==> src/design/slfs_pkg.sv <==
// shared types and constants for the serpentine led frame store
// used by slfs_scale and serpentine_led_frame_store; no dependencies
package slfs_pkg;

    localparam int DEF_GRID_ROWS = 5;
    localparam int DEF_GRID_COLS = 5;

    localparam int COLOR_W = 24;
    localparam int CHAN_W  = 8;
    localparam int BRIGHT_W = 7;
    localparam int INDEX_W = 6;

    localparam logic [BRIGHT_W-1:0] BRIGHT_RESET = 7'd100;

    // floor(p / 100) == (p * 5243) >> 19 for every p up to 255 * 127
    localparam int PROD_W      = CHAN_W + BRIGHT_W;
    localparam int RECIP_W     = 13;
    localparam int MUL_W       = PROD_W + RECIP_W;
    localparam logic [RECIP_W-1:0] RECIP = 13'd5243;
    localparam int RECIP_SHIFT = 19;

    localparam logic [1:0] OP_WRITE = 2'd0;
    localparam logic [1:0] OP_READ  = 2'd1;
    localparam logic [1:0] OP_SHOW  = 2'd2;

    localparam logic KIND_READ = 1'b0;
    localparam logic KIND_SHOW = 1'b1;

    typedef struct packed {
        logic              start;
        logic [CHAN_W-1:0] chan;
    } scl_req_t;

endpackage

==> src/design/slfs_ram.sv <==
// generic single-write, single-read ram with registered read data
// no dependencies
module slfs_ram #(
    parameter int WIDTH = 24,
    parameter int DEPTH = 25
) (
    input  logic                                        clk,
    input  logic                                        wr_en,
    input  logic [((DEPTH > 1) ? $clog2(DEPTH) : 1)-1:0] wr_addr,
    input  logic [WIDTH-1:0]                            wr_data,
    input  logic [((DEPTH > 1) ? $clog2(DEPTH) : 1)-1:0] rd_addr,
    output logic [WIDTH-1:0]                            rd_data
);

    logic [WIDTH-1:0] mem [DEPTH];

    always_ff @(posedge clk)
    begin
        if (wr_en)
        begin
            mem[wr_addr] <= wr_data;
        end
        rd_data <= mem[rd_addr];
    end

endmodule

==> src/design/slfs_scale.sv <==
// shared brightness scaling unit: floor(chan * bright / 100), saturated to 255
// one multiplier used twice per channel; depends on slfs_pkg
module slfs_scale (
    input  logic                              clk,
    input  logic                              rst_n,
    input  slfs_pkg::scl_req_t                req,
    input  logic [slfs_pkg::BRIGHT_W-1:0]     bright,
    output logic                              done,
    output logic [slfs_pkg::CHAN_W-1:0]       result
);
    import slfs_pkg::*;

    localparam logic [1:0] P_IDLE = 2'd0;
    localparam logic [1:0] P_DIV  = 2'd1;
    localparam logic [1:0] P_OUT  = 2'd2;

    logic [1:0]         phase_reg;
    logic [1:0]         phase_next;
    logic [MUL_W-1:0]   mul_reg;
    logic [MUL_W-1:0]   mul_next;
    logic [PROD_W-1:0]  op_a;
    logic [RECIP_W-1:0] op_b;
    logic [8:0]         quot;
    logic               load;

    assign load = req.start && ((phase_reg == P_IDLE) || (phase_reg == P_OUT));

    // first pass forms chan * bright, second pass multiplies by the reciprocal
    always_comb
    begin
        if (phase_reg == P_DIV)
        begin
            op_a = mul_reg[PROD_W-1:0];
            op_b = RECIP;
        end
        else
        begin
            op_a = PROD_W'(req.chan);
            op_b = RECIP_W'(bright);
        end
        mul_next = MUL_W'(op_a) * MUL_W'(op_b);
    end

    always_comb
    begin
        phase_next = phase_reg;
        case (phase_reg)
            P_IDLE:  phase_next = load ? P_DIV : P_IDLE;
            P_DIV:   phase_next = P_OUT;
            P_OUT:   phase_next = load ? P_DIV : P_IDLE;
            default: phase_next = P_IDLE;
        endcase
    end

    always_ff @(posedge clk or negedge rst_n)
    begin
        if (!rst_n)
        begin
            phase_reg <= P_IDLE;
        end
        else
        begin
            phase_reg <= phase_next;
        end
    end

    always_ff @(posedge clk)
    begin
        if (load || (phase_reg == P_DIV))
        begin
            mul_reg <= mul_next;
        end
    end

    assign quot   = mul_reg[RECIP_SHIFT+8:RECIP_SHIFT];
    assign done   = (phase_reg == P_OUT);
    assign result = quot[8] ? {CHAN_W{1'b1}} : quot[CHAN_W-1:0];

endmodule

==> src/design/serpentine_led_frame_store.sv <==
// Frame store for a serpentine-wired RGB LED grid with global brightness on show.
// A write is taken while idle and leaves busy low. An in-range read keeps busy high
// through the S_READ state after the transfer, and its result is registered from it.
// A show with nothing to emit leaves busy low; otherwise busy stays high while each
// LED steps through S_FETCH, S_LOAD, S_RED, S_GRN and S_BLU, paced by the registered
// frame-store read and the one shared scaling multiplier, which runs two passes for
// each of three channels. Results strobe on result_valid for one cycle each and
// cannot be stalled; the frame store reads as black until an LED is written.
// depends on slfs_pkg, slfs_ram and slfs_scale
module serpentine_led_frame_store #(
    parameter int GRID_ROWS = slfs_pkg::DEF_GRID_ROWS,
    parameter int GRID_COLS = slfs_pkg::DEF_GRID_COLS
) (
    input  logic                             clk,
    input  logic                             rst_n,
    input  logic                             start,
    output logic                             busy,
    input  logic [1:0]                       opcode,
    input  logic [2:0]                       row,
    input  logic [2:0]                       col,
    input  logic [slfs_pkg::COLOR_W-1:0]     color,
    input  logic                             force_req,
    input  logic                             bright_we,
    input  logic [slfs_pkg::BRIGHT_W-1:0]    bright_data,
    output logic                             result_valid,
    output logic                             result_kind,
    output logic [slfs_pkg::INDEX_W-1:0]     pixel_index,
    output logic [slfs_pkg::CHAN_W-1:0]      red,
    output logic [slfs_pkg::CHAN_W-1:0]      green,
    output logic [slfs_pkg::CHAN_W-1:0]      blue,
    output logic                             last
);
    import slfs_pkg::*;

    localparam int LED_COUNT = GRID_ROWS * GRID_COLS;
    localparam int ADDR_W    = (LED_COUNT > 1) ? $clog2(LED_COUNT) : 1;
    localparam logic [ADDR_W-1:0] LAST_IDX = ADDR_W'(LED_COUNT - 1);
    localparam logic [6:0] COLS7 = 7'(GRID_COLS);

    localparam logic [2:0] S_IDLE  = 3'd0;
    localparam logic [2:0] S_READ  = 3'd1;
    localparam logic [2:0] S_FETCH = 3'd2;
    localparam logic [2:0] S_LOAD  = 3'd3;
    localparam logic [2:0] S_RED   = 3'd4;
    localparam logic [2:0] S_GRN   = 3'd5;
    localparam logic [2:0] S_BLU   = 3'd6;

    logic [2:0]           state_reg;
    logic [2:0]           state_next;
    logic [ADDR_W-1:0]    idx_reg;
    logic [ADDR_W-1:0]    idx_next;
    logic [COLOR_W-1:0]   pix_reg;
    logic [COLOR_W-1:0]   pix_next;
    logic [CHAN_W-1:0]    red_reg;
    logic [CHAN_W-1:0]    red_next;
    logic [CHAN_W-1:0]    grn_reg;
    logic [CHAN_W-1:0]    grn_next;
    logic                 dirty_reg;
    logic                 dirty_next;
    logic [BRIGHT_W-1:0]  bright_reg;
    logic [LED_COUNT-1:0] valid_reg;
    logic [LED_COUNT-1:0] valid_next;

    logic                 strobe_reg;
    logic                 strobe_next;
    logic                 last_reg;
    logic                 last_next;
    logic                 kind_reg;
    logic                 kind_next;
    logic [INDEX_W-1:0]   index_reg;
    logic [INDEX_W-1:0]   index_next;
    logic [CHAN_W-1:0]    ored_reg;
    logic [CHAN_W-1:0]    ored_next;
    logic [CHAN_W-1:0]    ogrn_reg;
    logic [CHAN_W-1:0]    ogrn_next;
    logic [CHAN_W-1:0]    oblu_reg;
    logic [CHAN_W-1:0]    oblu_next;

    logic                 accept;
    logic                 in_range;
    logic [6:0]           pos7;
    logic [ADDR_W-1:0]    pos_addr;
    logic                 ram_we;
    logic [ADDR_W-1:0]    ram_rd_addr;
    logic [COLOR_W-1:0]   ram_rd_data;
    logic [COLOR_W-1:0]   stored;
    scl_req_t             scl_req;
    logic                 scl_done;
    logic [CHAN_W-1:0]    scl_result;

    assign busy   = (state_reg != S_IDLE);
    assign accept = start && !busy;

    // odd rows run right to left along the chain
    assign in_range = ({1'b0, row} < 4'(GRID_ROWS)) && ({1'b0, col} < 4'(GRID_COLS));
    always_comb
    begin
        if (row[0])
        begin
            pos7 = ({4'b0, row} + 7'd1) * COLS7 - {4'b0, col} - 7'd1;
        end
        else
        begin
            pos7 = {4'b0, row} * COLS7 + {4'b0, col};
        end
    end
    assign pos_addr = pos7[ADDR_W-1:0];

    assign ram_we      = accept && (opcode == OP_WRITE) && in_range;
    assign ram_rd_addr = (state_reg == S_IDLE) ? pos_addr : idx_reg;

    slfs_ram #(
        .WIDTH (COLOR_W),
        .DEPTH (LED_COUNT)
    ) u_ram (
        .clk     (clk),
        .wr_en   (ram_we),
        .wr_addr (pos_addr),
        .wr_data (color),
        .rd_addr (ram_rd_addr),
        .rd_data (ram_rd_data)
    );

    // an LED never written reads as black
    assign stored = valid_reg[idx_reg] ? ram_rd_data : '0;

    slfs_scale u_scale (
        .clk    (clk),
        .rst_n  (rst_n),
        .req    (scl_req),
        .bright (bright_reg),
        .done   (scl_done),
        .result (scl_result)
    );

    always_comb
    begin
        state_next  = state_reg;
        idx_next    = idx_reg;
        pix_next    = pix_reg;
        red_next    = red_reg;
        grn_next    = grn_reg;
        dirty_next  = dirty_reg;
        valid_next  = valid_reg;
        strobe_next = 1'b0;
        last_next   = 1'b0;
        kind_next   = kind_reg;
        index_next  = index_reg;
        ored_next   = ored_reg;
        ogrn_next   = ogrn_reg;
        oblu_next   = oblu_reg;
        scl_req     = '0;

        case (state_reg)
            S_IDLE:
            begin
                if (accept)
                begin
                    case (opcode)
                        OP_WRITE:
                        begin
                            if (in_range)
                            begin
                                valid_next[pos_addr] = 1'b1;
                                dirty_next           = 1'b1;
                            end
                        end
                        OP_READ:
                        begin
                            if (in_range)
                            begin
                                idx_next   = pos_addr;
                                state_next = S_READ;
                            end
                        end
                        OP_SHOW:
                        begin
                            dirty_next = 1'b0;
                            if (force_req || dirty_reg)
                            begin
                                idx_next   = '0;
                                state_next = S_FETCH;
                            end
                        end
                        default:
                        begin
                            state_next = S_IDLE;
                        end
                    endcase
                end
            end
            S_READ:
            begin
                strobe_next = 1'b1;
                last_next   = 1'b1;
                kind_next   = KIND_READ;
                index_next  = INDEX_W'(idx_reg);
                ored_next   = stored[23:16];
                ogrn_next   = stored[15:8];
                oblu_next   = stored[7:0];
                state_next  = S_IDLE;
            end
            S_FETCH:
            begin
                state_next = S_LOAD;
            end
            S_LOAD:
            begin
                pix_next      = stored;
                scl_req.start = 1'b1;
                scl_req.chan  = stored[23:16];
                state_next    = S_RED;
            end
            S_RED:
            begin
                if (scl_done)
                begin
                    red_next      = scl_result;
                    scl_req.start = 1'b1;
                    scl_req.chan  = pix_reg[15:8];
                    state_next    = S_GRN;
                end
            end
            S_GRN:
            begin
                if (scl_done)
                begin
                    grn_next      = scl_result;
                    scl_req.start = 1'b1;
                    scl_req.chan  = pix_reg[7:0];
                    state_next    = S_BLU;
                end
            end
            S_BLU:
            begin
                if (scl_done)
                begin
                    strobe_next = 1'b1;
                    last_next   = (idx_reg == LAST_IDX);
                    kind_next   = KIND_SHOW;
                    index_next  = INDEX_W'(idx_reg);
                    ored_next   = red_reg;
                    ogrn_next   = grn_reg;
                    oblu_next   = scl_result;
                    if (idx_reg == LAST_IDX)
                    begin
                        state_next = S_IDLE;
                    end
                    else
                    begin
                        idx_next   = ADDR_W'(idx_reg + 1'b1);
                        state_next = S_FETCH;
                    end
                end
            end
            default:
            begin
                state_next = S_IDLE;
            end
        endcase
    end

    always_ff @(posedge clk or negedge rst_n)
    begin
        if (!rst_n)
        begin
            state_reg  <= S_IDLE;
            dirty_reg  <= 1'b0;
            bright_reg <= BRIGHT_RESET;
            valid_reg  <= '0;
            strobe_reg <= 1'b0;
            last_reg   <= 1'b0;
        end
        else
        begin
            state_reg  <= state_next;
            dirty_reg  <= dirty_next;
            valid_reg  <= valid_next;
            strobe_reg <= strobe_next;
            last_reg   <= last_next;
            if (bright_we)
            begin
                bright_reg <= bright_data;
            end
        end
    end

    always_ff @(posedge clk)
    begin
        idx_reg   <= idx_next;
        pix_reg   <= pix_next;
        red_reg   <= red_next;
        grn_reg   <= grn_next;
        kind_reg  <= kind_next;
        index_reg <= index_next;
        ored_reg  <= ored_next;
        ogrn_reg  <= ogrn_next;
        oblu_reg  <= oblu_next;
    end

    assign result_valid = strobe_reg;
    assign result_kind  = kind_reg;
    assign pixel_index  = index_reg;
    assign red          = ored_reg;
    assign green        = ogrn_reg;
    assign blue         = oblu_reg;
    assign last         = last_reg;

`ifndef ASSERT_OFF
    a_last_needs_strobe: assert property (@(posedge clk) disable iff (!rst_n)
        last |-> result_valid)
        else $error("last without a result transfer");

    a_read_single: assert property (@(posedge clk) disable iff (!rst_n)
        (result_valid && (result_kind == KIND_READ)) |-> last)
        else $error("read result not marked last");

    a_show_clears_dirty: assert property (@(posedge clk) disable iff (!rst_n)
        (accept && (opcode == OP_SHOW)) |=> !dirty_reg)
        else $error("dirty flag survived a show");

    a_scale_idle: assert property (@(posedge clk) disable iff (!rst_n)
        (state_reg == S_IDLE) |-> !scl_done)
        else $error("scaling unit finished while sequencer idle");

    a_emit_ends_busy: assert property (@(posedge clk) disable iff (!rst_n)
        (result_valid && last) |-> !busy)
        else $error("block still busy after final result");
`endif

endmodule

==> config.mk <==
export PLATFORM = sky130hd
export DESIGN_NAME = serpentine_led_frame_store
export DESIGN_NICKNAME = d
export VERILOG_FILES = /design/src/design/slfs_pkg.sv /design/src/design/slfs_ram.sv /design/src/design/slfs_scale.sv /design/src/design/serpentine_led_frame_store.sv
export SDC_FILE = /design/constraint.sdc
export NUM_CORES = 1
export LEC_CHECK = 0
export BUFFER_PORTS_ARGS = -buffer_cell sky130_fd_sc_hd__buf_4
export CORE_ASPECT_RATIO = 0.6
export CORE_MARGIN = 3
export CORE_UTILIZATION = 50
export DETAILED_ROUTE_END_ITERATION = 10
export PLACE_DENSITY = 0.66
export REMOVE_ABC_BUFFERS = 1
export SYNTH_ARGS = -nofsm -noshare
export SYNTH_HDL_FRONTEND = slang
export SYNTH_HIERARCHICAL = 1
export SYNTH_SLANG_ARGS = --single-unit
==> constraint.sdc <==
create_clock -name clk -period 16.96 [get_ports clk]
set_input_delay 0.848 -clock clk [delete_from_list [all_inputs] [get_ports clk]]
set_output_delay 0.848 -clock clk [all_outputs]
set_load 0.02 [all_outputs]
==> impl_metrics.yaml, run 1 <==
sta:
  clock_skew_ns: 0.0214
  fin_crit_ns: 7.59
  tightest_slew_ns: 1.29
  slew_viol_final: 0
  maxSlewHeadroom_pct: 13.5
  fmax_mhz: 132
  fin_crit_sh_pct: 44.7
  setup_viol: 0
  finalHoldViolCount: 0
  rsz0062_at_grt: "false"
pwr:
  p_total_mw: 6.16
  p_leak_nw: 14.8
  pwr-share-comb_pct: 38.7
  p_sw_share_pct: 36.7
  switching_power_mw: 2.26
  power_frac_seq_pct: 36.7
  clkPwrFrac_pct: 24.7
  ir_worst_vdd_mv: 0.130
  powerDensity_nw_per_um2: 160
  internal_power_mw: 3.90
grt:
  top_usage_layer: "met1"
  track_usage_pct: 23.9
  grt_max_degree: 96
  grt_pass1_wl_mm: 129
  gr-total-overflow: 0
  met2_usage_pct: 33.2
  groute.layer.met1.usage_pct: 38.5
  antenna_found_initial: 2
  grt_pass1_vias: 19800
  global_route.usage.met3_pct: 5.69
layout:
  fillerInstances: 5250
  largest_register_ffs: 600
  drive_gt1_share_pct: 15.7
  fin_util_pct: 56.4
  final_cells: 3325
  seqCellArea_um2: 22200
  multiInputGateArea_um2: 11400
  nNetsFinal: 2615
  area_delta_synth_final_pct: 11.0
detailed_routing:
  via_count: 20000
  drc: 0
  via_per_inst: 6.01
  drt_iter0_drc: 2245
  firstDrtPassIters: 6
  wl_per_cell_um: 25.8
  antenna_left: 0
  routed_wirelength_mm: 85.8
cts:
  clk_path_buf_depth: 3
  clock_sinks: 755
  cts_root_buf: "clkbuf_16"
  cts_tree: "done"
  path_clk_slew_ns: 0.06
  cts_hold_buffers: 0
  clk_latency_ns: 0.63
  cts-resized-gates: 0
  cts_buffers: 70
  post_cts_buffers: 0
  h-tree-depth: 3
synth:
  synth.avg_cell_area_um2: 15.3
  postSynthRegisterBits: 755
  yosysMostFrequentCell: "edfxtp_1"
  synth_common_cells: "691 x edfxtp_1, 214 x inv_1, 134 x mux2i_1"
  yosys-top-cells-area: "edfxtp_1 60%, mux4_2 5.2%, fa_1 5.0%, ha_1 4.5%, mux2i_1 3.9%"
  synth-async-reset-ratio_pct: 5.30
  yosysTopAreaCell: "edfxtp_1"
  yosys_warnings: 6
  seq_area_frac_synth_pct: 63.9
  synth_edf_count: 691
  synth.distinct_cells: 76
  syn-cell-area_um2: 34800
  yosysTopAreaCellShare_pct: 59.7
  ys.flop_type: "edfxtp_1"
  syn_inst: 2274
placement:
  gp_congestion: 0.893
  dpl.hpwl_mm: 54.5
  place_inst: 3198
  numPortBuffers: 76
floorplanning:
  start_util_pct: 50.8
  ioPinCount: 78
  die_x_um: 346
  die_h_um: 210
  rows: 74
  dieArea_um2: 72800
  core_area_um2: 68400
critical_path:
  r2r-start: "idx_reg[0]$_DFFE_PP_"
  crit_path_start_kind: "flip-flop"
  crit_required_ns: 17.32
  critical_path.startpoint: "idx_reg[0]$_DFFE_PP_"
  arrival_ns: 7.95
  crit_path_end_kind: "flip-flop"
  crit_fanout: 48
  crit_type: "flip-flop to flip-flop"
status:
  status: "completed"
flow_run:
  maxCapViolCount: 0
hold_path:
  hp-class: "input pin to async pin"
## layout by cell type (no fill, tap or decap), types with 12 or more instances in the layout
master,synthesis,routed
nand3_1,42,42
o221ai_1,12,12
nand2_1,103,103
clkinv_2,0,13
o22ai_1,24,24
fa_1,87,87
and2_1,27,27
and3_1,16,16
nor3_1,13,13
clkbuf_1,56,20
o21ai_0,61,56
xnor2_1,13,13
buf_4,15,109
a22oi_1,63,63
nor2_4,0,17
dfxtp_1,24,24
o211ai_1,13,13
a211oi_1,12,12
nor2_1,86,59
a21oi_1,52,52
mux2i_1,134,134
o21bai_1,19,19
inv_1,214,214
a21o_1,47,47
dfrtp_1,37,37
ha_1,126,126
or2_2,12,12
clkbuf_16,0,71
o31ai_1,17,17
mux2_2,14,14
mux4_2,80,80
edfxtp_1,691,691
## cell type report
class	instances	share of cell area (%)
inverter	218	2.12
multi-input combinational	1203	29.5
timing repair buffer	110	2.17
clock inverter	32	0.765
tap	912	2.96
clock buffer	94	4.91
antenna	1	0.00648
sequential	755	57.6
## per-layer routing
metal / routed length, µm / vias to the layer above
li1: - / 8681
met1: 40200 / 10300
met2: 35700 / 935
met3: 8570 / 96
met4: 1280 / 4
met5: 26 / -
## metrics by stage
stage | setup TNS, ns | setup WS [ns] | cell area, µm² | hold WS, ns
floorplan | -113.50 | -4.77 | 34200 | 0.428
global placement | 0 | 9.73 | 36400 | 0.455
detailed placement | 0 | 9.60 | 36400 | 0.456
CTS | 0 | 9.51 | 38600 | 0.196
global route | 0 | 9.08 | 38600 | 0.227
finish | 0 | 9.37 | 38600 | 0.209
## worst paths after layout
kind / end / slack, ns / cells after the start
worst max-delay path: u_scale/mul_reg[24]$_DFFE_PP_ / 9.37 / 19
worst min-delay path: bright_reg[0]$_DFFE_PN0P_ / 0.21 / 1
worst max register to register: u_scale/mul_reg[24]$_DFFE_PP_ / 9.37 / 19
worst min register to register: valid_reg[11]$_DFFE_PN0P_ / 0.46 / 1
max in group asynchronous: valid_reg[13]$_DFFE_PN0P_ / 16.27 / 1
min in group clk: dirty_reg$_DFFE_PN0P_ / 0.41 / 2
## logic make-up after synthesis
kind of cell    Yosys count  synth area share, %
compound gates          368                 7.23
fa+ha+maj               213                 9.54
xor+xnor                 24                0.605
simple gates            360                 5.06
mux                     230                 9.61
flops                   755                 63.9
buf+inv                 322                 3.99
other cells               2               0.0216
## power by group through the flow
stage	registers, mW	logic, mW	clock network (mW)
after global placement	2.30	2.32	0
after detailed placement	2.30	2.35	0
after CTS	2.26	2.37	1.55
after global routing	2.27	2.59	1.62
final	2.26	2.38	1.52
after floorplan	2.28	2.16	0
## critical path, cell delays in order (launching register included)
cell and delay, ns:
edfxtp_1 0.77, mux4_1 0.64, a32oi_1 0.22, a31o_2 0.18, buf_4 0.45, o21ai_0 0.56
and3_1 0.34, fa_1 0.53, fa_1 0.44, ha_1 0.34, ha_1 0.29, ha_1 0.29
ha_1 0.23, fa_1 0.49, a211oi_1 0.27, nor2_1 0.14, o311a_1 0.38, o31ai_1 0.39
a31oi_1 0.16, xor2_1 0.17
Power figures use the tool's default switching activity.
==> inputs of run 2 (changes only) <==
--- a/config.mk
+++ b/config.mk
@@ -5,6 +5,7 @@
 export SDC_FILE = /design/constraint.sdc
 export NUM_CORES = 1
 export LEC_CHECK = 0
+export ABC_AREA = 1
 export BUFFER_PORTS_ARGS = -buffer_cell sky130_fd_sc_hd__buf_4
 export CORE_ASPECT_RATIO = 0.6
 export CORE_MARGIN = 3
==> constraint.sdc (replaced) <==
create_clock -name clk -period 7.8 [get_ports clk]
set_input_delay 0.39 -clock clk [delete_from_list [all_inputs] [get_ports clk]]
set_output_delay 0.39 -clock clk [all_outputs]
set_load 0.02 [all_outputs]
==> run 2 against run 1 <==
Net effect:
- largest power group unchanged
- worst hold slack got worse by 0.11 ns
- first-iteration DRC count increased by 29%
- worst setup slack got worse by 7.9 ns
- core utilization decreased by 0.32 points
- global-route usage increased by 0.53 points
==> impl_metrics.yaml, run 2 <==
status:
  status: "completed"
cts:
  cts_buffers: 70
  clk_path_buf_depth: 3
  cts_tree: "done"
  cts-resized-gates: 0
  cts_root_buf: "clkbuf_16"
  clock_sinks: 755
  h-tree-depth: 3
  post_cts_buffers: 0
  cts_hold_buffers: 8
  clk_latency_ns: 0.62
  path_clk_slew_ns: 0.06
synth:
  syn-cell-area_um2: 37900
  yosysMostFrequentCell: "nand2_1"
  synth_edf_count: 691
  synth.distinct_cells: 47
  seq_area_frac_synth_pct: 58.7
  synth.avg_cell_area_um2: 9.95
  yosysTopAreaCellShare_pct: 54.8
  synth_common_cells: "1111 x nand2_1, 691 x edfxtp_1, 647 x inv_1"
  postSynthRegisterBits: 755
  yosys-top-cells-area: "edfxtp_1 55%, nand2_1 11%, nand3_1 6.7%, inv_1 6.4%, fa_1 4.6%"
  yosys_warnings: 6
  ys.flop_type: "edfxtp_1"
  synth-async-reset-ratio_pct: 5.30
  syn_inst: 3807
  yosysTopAreaCell: "edfxtp_1"
hold_path:
  hp-class: "input pin to flip-flop"
  hold_path_startpoint: "bright_we"
  holdPathEnd: "bright_reg[2]$_DFFE_PN1P_"
  whs_path_depth: 2
pwr:
  powerDensity_nw_per_um2: 334
  pwr-share-comb_pct: 41.1
  ir_worst_vdd_mv: 0.350
  internal_power_mw: 8.19
  p_sw_share_pct: 41.2
  power_frac_seq_pct: 34.4
  switching_power_mw: 5.74
  p_leak_nw: 18.7
  clkPwrFrac_pct: 24.5
critical_path:
  reg2reg_to: "u_scale/mul_reg[27]$_DFFE_PP_"
  r2r-start: "idx_reg[0]$_DFFE_PP_"
  crit_path_start_kind: "flip-flop"
  reg2reg_slack_ns: 1.52
  crit_required_ns: 8.17
  slowest_delay_ns: 0.77
  crit_type: "flip-flop to flip-flop"
  crit_path_end_kind: "flip-flop"
  reg2reg_depth: 28
  crit_fanout: 33
  cpMaxStageDelayCell: "edfxtp_1"
  arrival_ns: 6.65
  critPathMostFrequentCell: "nand2_1"
detailed_routing:
  via_count: 25800
  firstDrtPassIters: 5
  route.met2.wl_mm: 38.8
  drt_iter0_drc: 2889
  wl_met1_mm: 45.3
  met3_length_mm: 9.98
  top_layer_used: "met5"
  antenna_left: 0
  routed_wirelength_mm: 96.0
  via_per_inst: 5.28
  wl_per_cell_um: 19.6
  drc: 0
sta:
  tightest_slew_ns: 1.27
  rsz0062_at_grt: "false"
  fin_crit_ns: 6.28
  clock_skew_ns: 0.0170
  fmax_mhz: 159
  fin_crit_sh_pct: 80.5
  maxSlewHeadroom_pct: 15.3
  finalHoldViolCount: 0
  layout_setup_ws_ns: 1.52
  slew_viol_final: 0
  setup_viol: 0
floorplanning:
  dieArea_um2: 79200
  ioPinCount: 78
  rows: 77
  core_area_um2: 74400
  die_x_um: 361
  die_h_um: 219
  start_util_pct: 51.0
layout:
  drive_gt1_share_pct: 9.00
  nNetsFinal: 4108
  mostFrequentLayoutCells: "1111 x nand2_1, 691 x edfxtp_1, 646 x inv_1"
  largest_register_ffs: 600
  area_delta_synth_final_pct: 10.1
  layout_commonest_cell: "nand2_1"
  final_area_um2: 41700
placement:
  gp_congestion: 0.915
  pre_cts_ws_ns: 1.60
  dpl.hpwl_mm: 57.2
  placed_area_um2: 39400
  numPortBuffers: 76
grt:
  grt_pass1_wl_mm: 147
  grt_max_degree: 163
  track_usage_pct: 24.4
  grt_pass1_vias: 24000
  antenna_found_initial: 2
  gr-total-overflow: 0
flow_run:
  maxCapViolCount: 0
## run 2: cell count changes after synthesis, sizes merged, moves of 52 or more
cell	previous run	this run
inv	215	654
a22oi	63	8
nand3	42	514
nand4	6	58
mux4	81	0
nor2	87	190
buf	47	118
nand2	103	1123
mux2i	135	0
## run 2: kinds of logic (layout without fill, tap and decap cells)
family	after synthesis	count (layout)	synth area share [%]
other cells	2	9	0.0198
buf+inv	811	900	8.85
fa+ha+maj	213	213	8.76
simple gates	1943	1943	22.1
mux	7	7	0.208
compound gates	62	62	1.02
xor+xnor	14	14	0.324
flops	755	755	58.7
## run 2: worst max-delay path, delay by kind of cell (launching register included)
| family | cells | cell delay (ns) |
|---|---|---|
| adders and majority gates | 6 | 2.51 |
| and+or+nand+nor | 15 | 1.81 |
| AOI/OAI and AO/OA | 2 | 0.43 |
| buffers and inverters | 5 | 0.47 |
| DFF | 1 | 0.77 |
## run 2: metrics by stage
| stage | setup TNS (ns) | utilization [%] | instances | hold slack [ns] | total power, mW |
|---|---|---|---|---|---|
| 6_report | 0 | 56.1 | 4890 | 0.0987 | 13.9 |
| 5_1_grt | 0 | 56.1 | 4890 | 0.0859 | 14.8 |
| 4_1_cts | 0 | 56.1 | 4889 | 0.0672 | 13.9 |
| 3_5_place_dp | 0 | 53.0 | 4758 | 0.439 | 10.5 |
| 3_3_place_gp | 0 | 53.0 | 4758 | 0.439 | 10.4 |
| 2_1_floorplan | -527.62 | - | 3658 | 0.0944 | 8.72 |
## run 2: worst max path at each step
stage                             startpoint                            end  slack, ns  depth (start not counted)
global route            idx_reg[0]$_DFFE_PP_  u_scale/mul_reg[27]$_DFFE_PP_       1.08                         28
floorplan           state_reg[1]$_DFFE_PN0P_      u_ram/rd_data[17]$_DFF_P_     -22.43                         11
global placement        idx_reg[0]$_DFFE_PP_  u_scale/mul_reg[20]$_DFFE_PP_       1.69                         30
finish                  idx_reg[0]$_DFFE_PP_  u_scale/mul_reg[27]$_DFFE_PP_       1.52                         28
CTS                     idx_reg[0]$_DFFE_PP_  u_scale/mul_reg[27]$_DFFE_PP_       1.62                         28
detailed placement      idx_reg[0]$_DFFE_PP_  u_scale/mul_reg[27]$_DFFE_PP_       1.60                         29
## run 2: layout make-up
type	instances	area [µm²]
Antenna cell	1	2.50
Clock buffer	100	1940
Clock inverter	23	283
Fill cell	6384	32700
Inverter	656	2470
Multi-Input combinational cell	2247	12600
Sequential cell	755	22200
Tap cell	987	1230
Timing Repair Buffer	121	966
## run 2: per-layer routing
| layer | track usage (%) | vias to the layer above |
|---|---|---|
| met5 | 0 | - |
| met4 | 5.84 | 2 |
| met3 | 6.45 | 129 |
| met2 | 33.3 | 1122 |
| met1 | 38.5 | 12200 |
| li1 | - | 12400 |
## run 2: power groups by stage
stage / clock, mW / combinational (mW) / sequential [mW]
after floorplan: 0 / 3.85 / 4.87
after global placement: 0 / 5.56 / 4.88
after detailed placement: 0 / 5.61 / 4.87
after CTS: 3.48 / 5.65 / 4.79
after global routing: 3.63 / 6.33 / 4.81
final: 3.42 / 5.72 / 4.79
